===== config.mk =====
export PLATFORM = sky130hd
export DESIGN_NAME = tracking_grid_resampler
export DESIGN_NICKNAME = d
export VERILOG_FILES = /design/src/sv/tgr_pkg.sv /design/src/sv/tgr_datapath.sv /design/src/sv/tgr_ctrl.sv /design/src/sv/tracking_grid_resampler.sv
export SDC_FILE = /design/constraint.sdc
export NUM_CORES = 2
export LEC_CHECK = 0
export BUFFER_PORTS_ARGS = -buffer_cell sky130_fd_sc_hd__buf_2
export CORE_MARGIN = 2
export CORE_UTILIZATION = 30
export DETAILED_ROUTE_END_ITERATION = 6
export GPL_TIMING_DRIVEN = 0
export HOLD_SLACK_MARGIN = 0.05
export PLACE_DENSITY = 0.42
export SYNTH_ARGS = -nofsm -noshare
export SYNTH_HDL_FRONTEND = slang
export SYNTH_SLANG_ARGS = --single-unit

===== constraint.sdc =====
create_clock -name clk_i -period 26.6 [get_ports clk_i]
set_input_delay 1.33 -clock clk_i [delete_from_list [all_inputs] [get_ports clk_i]]
set_output_delay 1.33 -clock clk_i [all_outputs]
set_load 0.03 [all_outputs]

===== src/sv/tgr_pkg.sv =====
// Shared types and constants for the tracking grid resampler.
// Used by tgr_ctrl, tgr_datapath and tracking_grid_resampler.
package tgr_pkg;

  localparam int unsigned POS_FRAC_BITS = 8;

  localparam logic [30:0] MASK31       = 31'h7FFF_FFFF;
  localparam logic [23:0] POS_INVALID  = 24'(-(32'sd1 <<< POS_FRAC_BITS));
  localparam logic [15:0] HEAD_INVALID = 16'hFFC0;   // -64
  localparam logic signed [17:0] HEAD_HALF = 18'sd11520;
  localparam logic signed [25:0] HEAD_FULL = 26'sd23040;
  localparam logic [30:0] STEP_RESET   = 31'd400;

  // divider runs one quotient bit per step
  localparam int unsigned QUO_W = 25;

  // input commands
  localparam logic [1:0] CMD_SAMPLE = 2'd0;
  localparam logic [1:0] CMD_END    = 2'd1;
  localparam logic [1:0] CMD_CONT   = 2'd2;

  // drain modes
  localparam logic [1:0] MODE_IDLE    = 2'd0;
  localparam logic [1:0] MODE_PENDING = 2'd1;
  localparam logic [1:0] MODE_ENDING  = 2'd2;
  localparam logic [1:0] MODE_DONE    = 2'd3;

  // register indexes
  localparam logic [1:0] REG_STEP = 2'd0;
  localparam logic [1:0] REG_END  = 2'd1;
  localparam logic [1:0] REG_GAP  = 2'd2;

  // interpolation lanes
  localparam logic [1:0] LANE_X = 2'd0;
  localparam logic [1:0] LANE_Y = 2'd1;
  localparam logic [1:0] LANE_H = 2'd2;

  typedef struct packed {
    logic [1:0]         cmd;
    logic [30:0]        stamp;
    logic signed [23:0] in_x;
    logic signed [23:0] in_y;
    logic signed [15:0] in_heading;
  } in_beat_t;

  typedef struct packed {
    logic [30:0]        grid_time;
    logic signed [23:0] out_x;
    logic signed [23:0] out_y;
    logic signed [15:0] out_heading;
    logic               last;
    logic               more_pending;
  } out_beat_t;

  typedef struct packed {
    logic        we;
    logic [1:0]  idx;
    logic [30:0] data;
  } cfg_wr_t;

  typedef struct packed {
    logic [30:0] grid_step;
    logic [30:0] grid_end;
    logic [30:0] max_gap;
  } cfg_regs_t;

  typedef struct packed {
    logic load_sample;
    logic set_end;
    logic burst_init;
    logic lane_init;
    logic mark_invalid;
    logic mul;
    logic prep;
    logic div_step;
    logic lane_store;
    logic advance;
    logic finish;
  } dp_cmd_t;

  typedef struct packed {
    logic [1:0] mode;
    logic       has_point;
    logic       pt_ok;
    logic       div_done;
    logic       lane_last;
  } dp_stat_t;

endpackage


===== src/sv/tgr_datapath.sv =====
// Datapath: sample state, grid counter, config registers and the shared
// multiply / serial divide interpolation unit. Depends on tgr_pkg.
module tgr_datapath import tgr_pkg::*; #(
  parameter int unsigned MAX_BURST = 64
) (
  input  logic      clk_i,
  input  logic      rst_ni,
  input  dp_cmd_t   cmd_i,
  input  in_beat_t  in_data_i,
  input  cfg_wr_t   cfg_wr_i,
  output cfg_regs_t cfg_o,
  output dp_stat_t  stat_o,
  output out_beat_t out_data_o
);

  localparam int unsigned BW = $clog2(MAX_BURST + 1);
  localparam int unsigned PW = 32 + BW;

  logic [30:0] step_q, end_q, gap_q, next_grid_q;
  logic [1:0]  mode_q;
  logic        have_cur_q, have_prev_q;
  logic [30:0] prev_stamp_q, cur_stamp_q;
  logic signed [23:0] prev_x_q, prev_y_q, cur_x_q, cur_y_q;
  logic signed [15:0] prev_h_q, cur_h_q;
  logic [BW-1:0] n_q;
  logic          pend_q;
  logic [1:0]    lane_q;
  logic          neg_q;
  logic [55:0]   prod_q;
  logic [32:0]   rem_q;
  logic [QUO_W-1:0] low_q, quo_q;
  logic [4:0]    cnt_q;
  logic signed [23:0] res_x_q, res_y_q;
  logic signed [15:0] res_h_q;

  logic [30:0] limit, ng_next, t_val, dt_val;
  logic [31:0] ng_sum;
  logic        lt_limit, pt_ok;
  logic signed [17:0] dh, dwrap;
  logic signed [25:0] diff, base;
  logic [24:0] mag;
  logic [57:0] num;
  logic [32:0] trial, dvs;
  logic signed [25:0] res, res_h;
  logic [PW-1:0] burst_end;

  assign limit = (mode_q == MODE_PENDING && cur_stamp_q < end_q) ? cur_stamp_q : end_q;
  assign lt_limit = next_grid_q < limit;
  assign ng_sum  = {1'b0, next_grid_q} + {1'b0, step_q};
  assign ng_next = ng_sum[31] ? MASK31 : ng_sum[30:0];
  assign t_val   = next_grid_q - prev_stamp_q;
  assign dt_val  = cur_stamp_q - prev_stamp_q;
  assign burst_end = PW'(next_grid_q) + PW'(step_q) * PW'(MAX_BURST);

  assign pt_ok = have_cur_q && have_prev_q && (next_grid_q < cur_stamp_q)
              && (prev_stamp_q <= next_grid_q) && (cur_stamp_q > prev_stamp_q)
              && (dt_val <= gap_q) && (prev_x_q != POS_INVALID)
              && (cur_x_q != POS_INVALID) && (prev_h_q != HEAD_INVALID)
              && (cur_h_q != HEAD_INVALID);

  // heading difference wrapped into +-180 degrees
  always_comb begin
    dh = 18'(cur_h_q) - 18'(prev_h_q);
    priority if (dh < -HEAD_HALF) begin
      dwrap = dh + 18'(HEAD_FULL);
    end else if (dh > HEAD_HALF) begin
      dwrap = dh - 18'(HEAD_FULL);
    end else begin
      dwrap = dh;
    end
  end

  always_comb begin
    unique case (lane_q)
      LANE_X: begin
        diff = 26'(cur_x_q) - 26'(prev_x_q);
        base = 26'(prev_x_q);
      end
      LANE_Y: begin
        diff = 26'(cur_y_q) - 26'(prev_y_q);
        base = 26'(prev_y_q);
      end
      default: begin
        diff = 26'(dwrap);
        base = 26'(prev_h_q);
      end
    endcase
    mag = diff[25] ? 25'(-diff) : diff[24:0];
  end

  assign num   = {1'b0, prod_q, 1'b0} + 58'(dt_val);
  assign dvs   = {1'b0, dt_val, 1'b0};
  assign trial = {rem_q[31:0], low_q[QUO_W-1]};

  always_comb begin
    res = neg_q ? base - 26'(quo_q) : base + 26'(quo_q);
    res_h = res;
    if (res_h < 0) begin
      res_h = res_h + HEAD_FULL;
    end
    if (res_h > HEAD_FULL) begin
      res_h = res_h - HEAD_FULL;
    end
  end

  always_ff @(posedge clk_i or negedge rst_ni) begin
    if (!rst_ni) begin
      step_q       <= STEP_RESET;
      end_q        <= MASK31;
      gap_q        <= MASK31;
      next_grid_q  <= STEP_RESET;
      mode_q       <= MODE_IDLE;
      have_cur_q   <= 1'b0;
      have_prev_q  <= 1'b0;
      prev_stamp_q <= '0;
      cur_stamp_q  <= '0;
      prev_x_q     <= '0;
      prev_y_q     <= '0;
      prev_h_q     <= '0;
      cur_x_q      <= '0;
      cur_y_q      <= '0;
      cur_h_q      <= '0;
      n_q          <= '0;
      pend_q       <= 1'b0;
      lane_q       <= LANE_X;
      cnt_q        <= '0;
    end else begin
      if (cfg_wr_i.we) begin
        unique case (cfg_wr_i.idx)
          REG_STEP: begin
            step_q      <= (cfg_wr_i.data == '0) ? 31'd1 : cfg_wr_i.data;
            next_grid_q <= (cfg_wr_i.data == '0) ? 31'd1 : cfg_wr_i.data;
          end
          REG_END: end_q <= cfg_wr_i.data;
          REG_GAP: gap_q <= cfg_wr_i.data;
          default: ;
        endcase
      end
      if (cmd_i.load_sample) begin
        prev_stamp_q <= cur_stamp_q;
        prev_x_q     <= cur_x_q;
        prev_y_q     <= cur_y_q;
        prev_h_q     <= cur_h_q;
        have_prev_q  <= have_cur_q;
        have_cur_q   <= 1'b1;
        cur_stamp_q  <= in_data_i.stamp;
        cur_x_q      <= in_data_i.in_x;
        cur_y_q      <= in_data_i.in_y;
        cur_h_q      <= in_data_i.in_heading;
        mode_q       <= MODE_PENDING;
      end
      if (cmd_i.set_end) begin
        mode_q <= MODE_ENDING;
      end
      if (cmd_i.burst_init) begin
        n_q    <= '0;
        pend_q <= burst_end < PW'(limit);
      end
      if (cmd_i.lane_init) begin
        lane_q <= LANE_X;
      end
      if (cmd_i.prep) begin
        cnt_q <= 5'(QUO_W);
      end
      if (cmd_i.div_step) begin
        cnt_q <= cnt_q - 5'd1;
      end
      if (cmd_i.lane_store) begin
        lane_q <= lane_q + 2'd1;
      end
      if (cmd_i.advance) begin
        next_grid_q <= ng_next;
        n_q         <= n_q + BW'(1);
      end
      if (cmd_i.finish && !lt_limit) begin
        mode_q <= (mode_q == MODE_PENDING) ? MODE_IDLE : MODE_DONE;
      end
    end
  end

  always_ff @(posedge clk_i) begin
    if (cmd_i.mul) begin
      prod_q <= 56'(mag) * 56'(t_val);
      neg_q  <= diff[25];
    end
    if (cmd_i.prep) begin
      rem_q <= num[57:QUO_W];
      low_q <= num[QUO_W-1:0];
      quo_q <= '0;
    end
    if (cmd_i.div_step) begin
      low_q <= {low_q[QUO_W-2:0], 1'b0};
      if (trial >= dvs) begin
        rem_q <= trial - dvs;
        quo_q <= {quo_q[QUO_W-2:0], 1'b1};
      end else begin
        rem_q <= trial;
        quo_q <= {quo_q[QUO_W-2:0], 1'b0};
      end
    end
    if (cmd_i.lane_store) begin
      unique case (lane_q)
        LANE_X:  res_x_q <= res[23:0];
        LANE_Y:  res_y_q <= res[23:0];
        default: res_h_q <= res_h[15:0];
      endcase
    end
    if (cmd_i.mark_invalid) begin
      res_x_q <= POS_INVALID;
      res_y_q <= POS_INVALID;
      res_h_q <= HEAD_INVALID;
    end
  end

  assign cfg_o.grid_step = step_q;
  assign cfg_o.grid_end  = end_q;
  assign cfg_o.max_gap   = gap_q;

  assign stat_o.mode      = mode_q;
  assign stat_o.has_point = lt_limit && (n_q != BW'(MAX_BURST));
  assign stat_o.pt_ok     = pt_ok;
  assign stat_o.div_done  = (cnt_q == '0);
  assign stat_o.lane_last = (lane_q == LANE_H);

  assign out_data_o.grid_time    = next_grid_q;
  assign out_data_o.out_x        = res_x_q;
  assign out_data_o.out_y        = res_y_q;
  assign out_data_o.out_heading  = res_h_q;
  assign out_data_o.last         = (n_q == BW'(MAX_BURST - 1)) || !(ng_next < limit);
  assign out_data_o.more_pending = pend_q;

endmodule


===== src/sv/tgr_ctrl.sv =====
// Controller state machine: command decode, burst loop and lane sequencing.
// Depends on tgr_pkg; drives tgr_datapath through dp_cmd_t.
module tgr_ctrl import tgr_pkg::*; (
  input  logic     clk_i,
  input  logic     rst_ni,
  input  logic     in_valid_i,
  input  logic [1:0] in_cmd_i,
  output logic     in_stall_o,
  output logic     out_valid_o,
  input  logic     out_stall_i,
  input  dp_stat_t stat_i,
  output dp_cmd_t  cmd_o
);

  localparam logic [2:0] S_IDLE  = 3'd0;
  localparam logic [2:0] S_BURST = 3'd1;
  localparam logic [2:0] S_CHECK = 3'd2;
  localparam logic [2:0] S_MUL   = 3'd3;
  localparam logic [2:0] S_PREP  = 3'd4;
  localparam logic [2:0] S_DIV   = 3'd5;
  localparam logic [2:0] S_FIN   = 3'd6;
  localparam logic [2:0] S_OUT   = 3'd7;

  logic [2:0] state_q, state_d;
  logic       acc;

  assign acc         = in_valid_i && (state_q == S_IDLE);
  assign in_stall_o  = (state_q != S_IDLE);
  assign out_valid_o = (state_q == S_OUT);

  always_comb begin
    state_d = state_q;
    cmd_o   = '0;
    unique case (state_q)
      S_IDLE: begin
        if (acc) begin
          unique case (in_cmd_i)
            CMD_SAMPLE: begin
              if (stat_i.mode == MODE_IDLE) begin
                cmd_o.load_sample = 1'b1;
                state_d = S_BURST;
              end
            end
            CMD_END: begin
              if (stat_i.mode != MODE_DONE) begin
                cmd_o.set_end = 1'b1;
                state_d = S_BURST;
              end
            end
            CMD_CONT: begin
              if (stat_i.mode == MODE_PENDING || stat_i.mode == MODE_ENDING) begin
                state_d = S_BURST;
              end
            end
            default: ;
          endcase
        end
      end
      S_BURST: begin
        cmd_o.burst_init = 1'b1;
        state_d = S_CHECK;
      end
      S_CHECK: begin
        if (!stat_i.has_point) begin
          cmd_o.finish = 1'b1;
          state_d = S_IDLE;
        end else if (stat_i.pt_ok) begin
          cmd_o.lane_init = 1'b1;
          state_d = S_MUL;
        end else begin
          cmd_o.mark_invalid = 1'b1;
          state_d = S_OUT;
        end
      end
      S_MUL: begin
        cmd_o.mul = 1'b1;
        state_d = S_PREP;
      end
      S_PREP: begin
        cmd_o.prep = 1'b1;
        state_d = S_DIV;
      end
      S_DIV: begin
        if (stat_i.div_done) begin
          state_d = S_FIN;
        end else begin
          cmd_o.div_step = 1'b1;
        end
      end
      S_FIN: begin
        cmd_o.lane_store = 1'b1;
        state_d = stat_i.lane_last ? S_OUT : S_MUL;
      end
      S_OUT: begin
        if (!out_stall_i) begin
          cmd_o.advance = 1'b1;
          state_d = S_CHECK;
        end
      end
      default: state_d = S_IDLE;
    endcase
  end

  always_ff @(posedge clk_i or negedge rst_ni) begin
    if (!rst_ni) begin
      state_q <= S_IDLE;
    end else begin
      state_q <= state_d;
    end
  end

endmodule


===== src/sv/tracking_grid_resampler.sv =====
// Top level of the tracking grid resampler: APB register port, controller
// and datapath. Depends on tgr_pkg, tgr_ctrl and tgr_datapath.
//
// Input beats (in_valid_i / in_stall_o) carry a command and a tracking sample;
// output beats (out_valid_o / out_stall_i) carry one interpolated grid point.
// A beat moves when valid is high and stall is low.
// One input item is taken at a time: in_stall_o stays high from the accept
// until the last grid point of the item has been delivered.
// Per item: a burst set-up, then per grid point a check; an invalid point goes
// straight to output, a valid one runs three lanes (each one multiply
// and a 25-step restoring divide on the shared unit). The receiver may hold a
// result with out_stall_i high. A stalled result simply holds.
// At most MAX_BURST points per item; continue commands drain the rest.
// Reset restores grid_step 400, grid_end and max_gap to 2^31-1, clears the
// sample history and restarts the grid. Registers: grid_step at 0x0,
// grid_end at 0x4, max_gap at 0x8; write them only while idle.
module tracking_grid_resampler import tgr_pkg::*; #(
  parameter int unsigned MAX_BURST = 64
) (
  input  logic        clk_i,
  input  logic        rst_ni,
  input  logic        in_valid_i,
  output logic        in_stall_o,
  input  in_beat_t    in_data_i,
  output logic        out_valid_o,
  input  logic        out_stall_i,
  output out_beat_t   out_data_o,
  input  logic        psel,
  input  logic        penable,
  input  logic        pwrite,
  input  logic [3:0]  paddr,
  input  logic [31:0] pwdata,
  output logic [31:0] prdata,
  output logic        pready
);

  dp_cmd_t   dp_cmd;
  dp_stat_t  dp_stat;
  cfg_wr_t   cfg_wr;
  cfg_regs_t cfg;

  assign pready      = 1'b1;
  assign cfg_wr.we   = psel && penable && pwrite;
  assign cfg_wr.idx  = paddr[3:2];
  assign cfg_wr.data = pwdata[30:0];

  always_comb begin
    unique case (paddr[3:2])
      REG_STEP: prdata = {1'b0, cfg.grid_step};
      REG_END:  prdata = {1'b0, cfg.grid_end};
      REG_GAP:  prdata = {1'b0, cfg.max_gap};
      default:  prdata = '0;
    endcase
  end

  tgr_ctrl u_ctrl (
    .clk_i       (clk_i),
    .rst_ni      (rst_ni),
    .in_valid_i  (in_valid_i),
    .in_cmd_i    (in_data_i.cmd),
    .in_stall_o  (in_stall_o),
    .out_valid_o (out_valid_o),
    .out_stall_i (out_stall_i),
    .stat_i      (dp_stat),
    .cmd_o       (dp_cmd)
  );

  tgr_datapath #(
    .MAX_BURST (MAX_BURST)
  ) u_datapath (
    .clk_i      (clk_i),
    .rst_ni     (rst_ni),
    .cmd_i      (dp_cmd),
    .in_data_i  (in_data_i),
    .cfg_wr_i   (cfg_wr),
    .cfg_o      (cfg),
    .stat_o     (dp_stat),
    .out_data_o (out_data_o)
  );

endmodule


======== After elaboration in Yosys (flattened, before gate mapping) ========
Cells that the tools add are included.
cells by class
  add/sub/neg operators ................... 19
  order comparisons ....................... 13
  reduce and logical (&&, ||, !) cells .... 42
  bitwise gates (word level) .............. 1
  mux-type cells .......................... 64
  $mul .................................... 1
  equal/unequal tests ..................... 29
operators with widths
  cell                                            count
  2-to-1 mux 31 bit                               6
  2-to-1 mux 25 bit                               5
  < comparator 31 bit                             4
  case mux 26 bit (2 select lines)                2
  2-to-1 mux 32 bit                               3
  case mux 31 bit (3 select lines)                1
  less-or-equal comparator 31 bit                 2
  subtractor 31 bit                               2
  adder 57 x 31 -> 57 bit                         1
  multiplier 25 x 31 -> 56 bit                    1
  2-to-1 mux 26 bit                               2
  subtractor 24 x 24 -> 25 bit                    2
  inequality test 24 bit, second input constant   2
  < comparator 39 x 31 -> 1 bit                   1
  adder 31 x 37 -> 38 bit                         1
  2-to-1 mux 18 bit                               2
  >= comparator 33 x 32 -> 1 bit                  1
  adder 31 x 31 -> 32 bit                         1
  inequality test 16 bit, second input constant   2
  subtractor 32 bit                               1
  > comparator 31 bit                             1
  zero test 31 bit                                1
  2-to-1 mux 3 bit                                9
  adder 26 x 16 -> 26 bit, second input constant  1
  other kinds (44)                                115
storage, ports and cells
  word-level logic and storage cells ...... 198
  input port bits ......................... 140
  bits in registers ....................... 539

======== Longest topological paths before layout ========
  depth in word-level cells ............... 14
  gate-level depth with buffers ........... 47
  depth with buffers taken out ............ 45

======== Cells and area by module ========
From an unflattened synthesis, not the netlist that was laid out.
second synthesis, totals
  cells, all modules ...................... 7,543
  area, all modules ....................... 66,632.7 um2
by module, submodules not included
  module                   times used  area each (um2)  sequential area each (um2)  cells each
  tgr_datapath             1           65,539.1         13,863.3                    7,421
  tracking_grid_resampler  1           730.7            0.0                         78
  tgr_ctrl                 1           362.8            75.1                        44

======== Worst setup path before layout ========
Ideal clock, no wire load.
  path type ............................... flip-flop to flip-flop
  from .................................... register u_datapath.prev_h_q[0]
  to ...................................... register u_datapath.prod_q[55], data pin
  slack ................................... 15.641 ns
  stages on the path, launching flop included .. 41
  data arrival time ....................... 10.699 ns
  required time ........................... 26.340 ns
  period minus slack after synthesis ...... 10.959 ns
  path through ............................ dfrtp_1 -> ha_1 -> fa_1 -> nand2b_1 -> a21oi_1 -> o221ai_1 -> a211oi_1 -> a311oi_4 -> nor3_4 -> a21boi_2 -> o211ai_1 -> nor3b_2 -> nand4_4 -> or4_1 -> and3_4 -> buf_6 -> or3_1 -> fa_1 -> [5 not listed] -> fa_1 -> inv_1 -> fa_1 -> inv_1 -> ha_1 -> and3_1 -> and4_1 -> a221o_1 -> a31oi_1 -> o21ai_0 -> a22oi_1 -> nand2_1 -> a21oi_1 -> o21a_1 -> a21oi_1 -> a221o_1 -> a21oi_1 -> xnor2_1
between the ends
  word-level cells in the longest chain between the ends .. 8
  elaborated cells on any way between the ends .. 11
  those cells by class .................... 4 x add/sub; 1 x mul; 2 x order compare; 4 x mux
ends and longest elaborated chain
  what                                                                           line                                    RTL
  from (decl)                                                                    tgr_datapath.sv:24                      logic signed [15:0] prev_h_q, cur_h_q;
  from (signal assigned)                                                         tgr_datapath.sv:143                     prev_h_q <= cur_h_q;
  subtractor 16 x 16 -> 17 bit *                                                 tgr_datapath.sv:63                      dh = 18'(cur_h_q) - 18'(prev_h_q);
  subtractor 18 x 16 -> 18 bit or > comparator 18 x 15 -> 1 bit (tied branches)  tgr_datapath.sv:67, tgr_datapath.sv:66
  2-to-1 mux 18 bit                                                              tgr_datapath.sv:66                      end else if (dh > HEAD_HALF) begin
  2-to-1 mux 18 bit *                                                            tgr_datapath.sv:64                      priority if (dh < -HEAD_HALF) begin
  case mux 26 bit (2 select lines) *                                             tgr_datapath.sv:74                      unique case (lane_q)
  negation 25 bit                                                                tgr_datapath.sv:88                      mag = diff[25] ? 25'(-diff) : diff[24:0];
  2-to-1 mux 25 bit *                                                            tgr_datapath.sv:88
  multiplier 25 x 31 -> 56 bit *                                                 tgr_datapath.sv:183                     prod_q <= 56'(mag) * 56'(t_val);
  to (signal assigned)                                                           tgr_datapath.sv:183
  to (decl)                                                                      tgr_datapath.sv:29                      logic [55:0] prod_q;
Every way passes the cells marked *; elsewhere a longest branch is shown, timed or not.
A chain may end at the register's enable or synchronous reset.

======== Worst setup path in the final report ========
  from .................................... register u_datapath.cur_y_q[0]
  to ...................................... register u_datapath.prod_q[54], data pin
between the ends
  word-level cells in the longest chain between the ends .. 5
ends and longest elaborated chain
  what                                line                 RTL
  from (decl)                         tgr_datapath.sv:23   logic signed [23:0] prev_x_q, prev_y_q, cur_x_q, cur_y_q;
  from (signal assigned)              tgr_datapath.sv:148  cur_y_q <= in_data_i.in_y;
  subtractor 24 x 24 -> 25 bit *      tgr_datapath.sv:80   diff = 26'(cur_y_q) - 26'(prev_y_q);
  case mux 26 bit (2 select lines) *  tgr_datapath.sv:74
  net u_datapath.diff[24]             tgr_datapath.sv:40   logic signed [25:0] diff, base;
  negation 25 bit                     tgr_datapath.sv:88
  2-to-1 mux 25 bit *                 tgr_datapath.sv:88
  multiplier 25 x 31 -> 56 bit *      tgr_datapath.sv:183
Mark *: on every way through the listed nets, which the timed path passes. The rest lies on a longest branch.

==> results by group <==
Detailed routing
  • Final wirelength: 283,100 µm
  • Iter 0 DRT Violations: 4,462
  • TritonRoute pass-1 iters: 6
  • Residual DRC: 0
  • ANT nets after route: 0
  • Via count: 58,950
  • Per-cell routed wire length: 25.03 µm
  • Via/cell ratio: 5.212

Layout
  • Fin util: 33.86%
  • P&R area growth vs syn: 11.99%
  • Layout cells sized above 1: 8.065%
  • Commonest non-fill, non-tap cells in the layout: nand2_1, inv_1, fa_1
  • Layout fillers: 23,440
  • Leading cell type in the layout, fill and taps excluded: nand2_1
  • Final #Nets: 9,741

GRT
  • Largest net degree at the start of global routing: 114
  • M3 GR Usage: 2.722%
  • GRT overflow: 0
  • Met1 usage: 33.75%
  • Initial antenna violation count: 23
  • Met2 Use GR: 40.66%
  • Vias in the first global route: 60,670
  • First-pass GRT wire length: 415,600 µm
  • Tot GR Track Use: 24.58%
  • GR peak layer: met2

STA
  • Slew margin rel.: -2.406%
  • Setup Skew: 0.04219 ns
  • Max Slew Vio Count: 17
  • RSZ-0062 raised after global routing: no
  • TNS Setup: 0 ns
  • Measured slew at the worst slew-check pin: 1.525 ns
  • Final period demand of the worst path: 14.97 ns
  • Fmax: 0.06679 GHz
  • Final setup viols: 0
  • Final Hold Fails: 0
  • Tcrit/Tclk final: 56.29%
  • Hold slack: 0.4715 ns

Job
  • # Max-Cap Violations: 4

Floorplanning
  • Initial Util: 30.24%
  • # IOs: 272
  • Chip width: 477.8 µm
  • Core area: 0.2227 mm²
  • Die extent in y: 477.8 µm
  • Die ar.: 0.2283 mm²
  • Core Rows: 173

Setup path
  • Worst EP arrival: 15.39 ns
  • Slowest-stage cell, CP: xor2_1
  • Critical Path Most Common Cell: inv_1
  • WP data required: 27.02 ns
  • CP Max Fanout: 10
  • RR Endpoint: u_datapath.prod_q[54]$_DFFE_PP_
  • FF-to-FF Start: u_datapath.cur_y_q[0]$_DFFE_PN0P_
  • Worst setup path endpoint: u_datapath.prod_q[54]$_DFFE_PP_
  • Startpoint Class: register
  • CP peak stage delay: 0.75 ns
  • Setup Crit Path Kind: register to register
  • Worst r2r path cells: 46
  • Crit path launch: u_datapath.cur_y_q[0]$_DFFE_PN0P_
  • CP endpoint kind: register
  • Reg-to-reg slack, setup: 11.63 ns

Place
  • Number of port buffers: 265
  • Gp weighted congestion: 0.9411
  • Detailed Place HPWL: 239,400 µm

Logic synthesis
  • Synth Register Bits: 539
  • Synth Flop Type: dfrtp_1
  • Number of synthesized flops with an enable pin: 138
  • Net Count, Synth: 9,373
  • Synth Cell Area: 0.06735 mm²
  • Post-synthesis sequential area ratio: 20.70%
  • Synth cell types: 120
  • Synthesis warning total: 0
  • Async S/R FF share, synth: 62.34%
  • Syn Area/Cell: 8.516 µm²
  • Syn Inst Count: 7,909

Status
  • Status: complete, but fails checks
  • Failing checks: capacitance limit, slew limit

Clock tree
  • Post-CTS Setup Bufs: 0
  • CTS tree: done
  • Clock Path Buffers: 3
  • Clock Latency Late Sink: 0.70 ns
  • Clock sink count: 539
  • Clk slew on worst S/H paths: 0.06 ns
  • Hold_buf cts: 0
  • CTS buffer count: 70
  • Post-CTS resize count: 0
  • CTS H-tree lvls: 3
  • Root Driver: clkbuf_16

Worst hold path
  • Worst min path class: register to register
[cells in the mapped netlist (13+ instances only)]
cell       count  area share, %
a31oi_1       70           0.65
o31ai_1       24           0.27
a21boi_0      29           0.32
or2_2         28           0.26
nor2_1       508            2.8
o21a_1        56           0.62
nand4_1       83           0.77
nor2b_1       73           0.68
and2_1        98           0.91
nor3b_1       29           0.32
dfrtp_1      268             10
a21oi_1      390            2.9
xor2_1       120            1.6
mux2_2        40           0.67
o211ai_1      79           0.88
mux2i_1       42           0.62
or3b_2        14           0.18
or3_1         48           0.45
a211o_1       18           0.23
o21ai_0      435            3.2
inv_1       1086            6.1
o21bai_1      52           0.58
fa_1         674             20
xnor2_1      246            3.2
clkbuf_1     277            1.5
dfxtp_1       65            1.9
a21o_1       197            2.2
a22oi_1       25           0.28
nor3_1        95           0.71
nand3_1      100           0.74
o211a_1       13           0.19
a211oi_1      64           0.71
nand2_1     1231            6.9
buf_2         17           0.13
nor4_1        32           0.30
edfxtp_1     138            6.2
a221o_1       17           0.25
ha_1         650             12
nand2b_1      84           0.78
o2111ai_1     15           0.20
dfstp_2       68            2.7
and3_1        44           0.41
[cells by family (layout without fill, tap and decap cells)]
| kind of cell | after synthesis | in the layout | share of synthesized area, % |
|---|---|---|---|
| AOI/OAI and AO/OA | 1654 | 1654 | 16.00 |
| xor gates and xnor gates | 368 | 368 | 4.808 |
| adders and majority gates | 1324 | 1324 | 32.11 |
| buffers and inverters | 1402 | 1825 | 7.927 |
| DFF | 539 | 539 | 20.70 |
| muxes | 83 | 83 | 1.315 |
| other | 2 | 6 | 0.01115 |
| and+or+nand+nor | 2537 | 2537 | 17.13 |
[flip-flops by register name, summed over array words and instances (netlist names), 5 cells and up]
name                     flops
u_datapath.cnt_q             5
u_datapath.cur_h_q          16
u_datapath.cur_stamp_q      31
u_datapath.cur_x_q          24
u_datapath.cur_y_q          24
u_datapath.end_q            31
u_datapath.gap_q            31
u_datapath.low_q            25
u_datapath.n_q               7
u_datapath.next_grid_q      31
u_datapath.prev_h_q         16
u_datapath.prev_stamp_q     31
u_datapath.prev_x_q         24
u_datapath.prev_y_q         24
u_datapath.prod_q           56
u_datapath.quo_q            25
u_datapath.rem_q            32
u_datapath.res_h_q          16
u_datapath.res_x_q          24
u_datapath.res_y_q          24
u_datapath.step_q           31
[final cells by class]
cell class	instances	area (µm²)	area share (%)
Multi-Input combinational cell	5968	48360	64.11
Buffer	312	1245	1.651
Antenna cell	4	10.01	0.01327
Clock buffer	99	1972	2.614
Sequential cell	539	13940	18.48
Clock inverter	28	257.7	0.3417
Inverter	1090	4094	5.428
Timing Repair Buffer	296	1833	2.430
Tap cell	2975	3722	4.935
[worst min path at each step]
stage                                        startpoint  slack (ns)                             endpoint  depth (start not counted)
finish              u_datapath.res_x_q[17]$_SDFFE_PP1P_        0.47  u_datapath.res_x_q[17]$_SDFFE_PP1P_                          2
detailed placement     u_datapath.low_q[0]$_SDFFE_PP0P_        0.46     u_datapath.low_q[0]$_SDFFE_PP0P_                          2
global route                                     rst_ni        0.49   u_datapath.cur_y_q[16]$_DFFE_PN0P_                          1
floorplan              u_datapath.low_q[0]$_SDFFE_PP0P_        0.44     u_datapath.low_q[0]$_SDFFE_PP0P_                          2
global placement    u_datapath.res_x_q[17]$_SDFFE_PP1P_        0.45  u_datapath.res_x_q[17]$_SDFFE_PP1P_                          2
CTS                                              rst_ni        0.45   u_datapath.cur_y_q[16]$_DFFE_PN0P_                          1
[worst max-delay path, delay by kind of cell, from the launching register on]
kind,cells,cell delay (ns)
simple gates,2,0.60
compound gates,20,5.91
flops,1,0.36
xor+xnor,2,0.83
fa+ha+maj,10,4.71
buf+inv,12,2.26
[per-stage QoR]
stage          area, µm²  std cells  setup WS (ns)
6_report           75430      11310          11.63
5_1_grt            75420      11310          10.80
4_1_cts            75400      11310          11.65
3_5_place_dp       73170      11180          11.73
3_3_place_gp       72400      11150          11.76
2_1_floorplan      67350       7909          15.64
[metal layers]
layer / vias up / wire length, µm
li1: 27170 / -
met5: - / 47
met4: 8 / 8517
met1: 29880 / 129600
met3: 308 / 13360
met2: 1587 / 131600
Power is left out: the tool's default activity adds up to more than one toggle a clock period on the data nets, which glitch-free logic cannot reach.
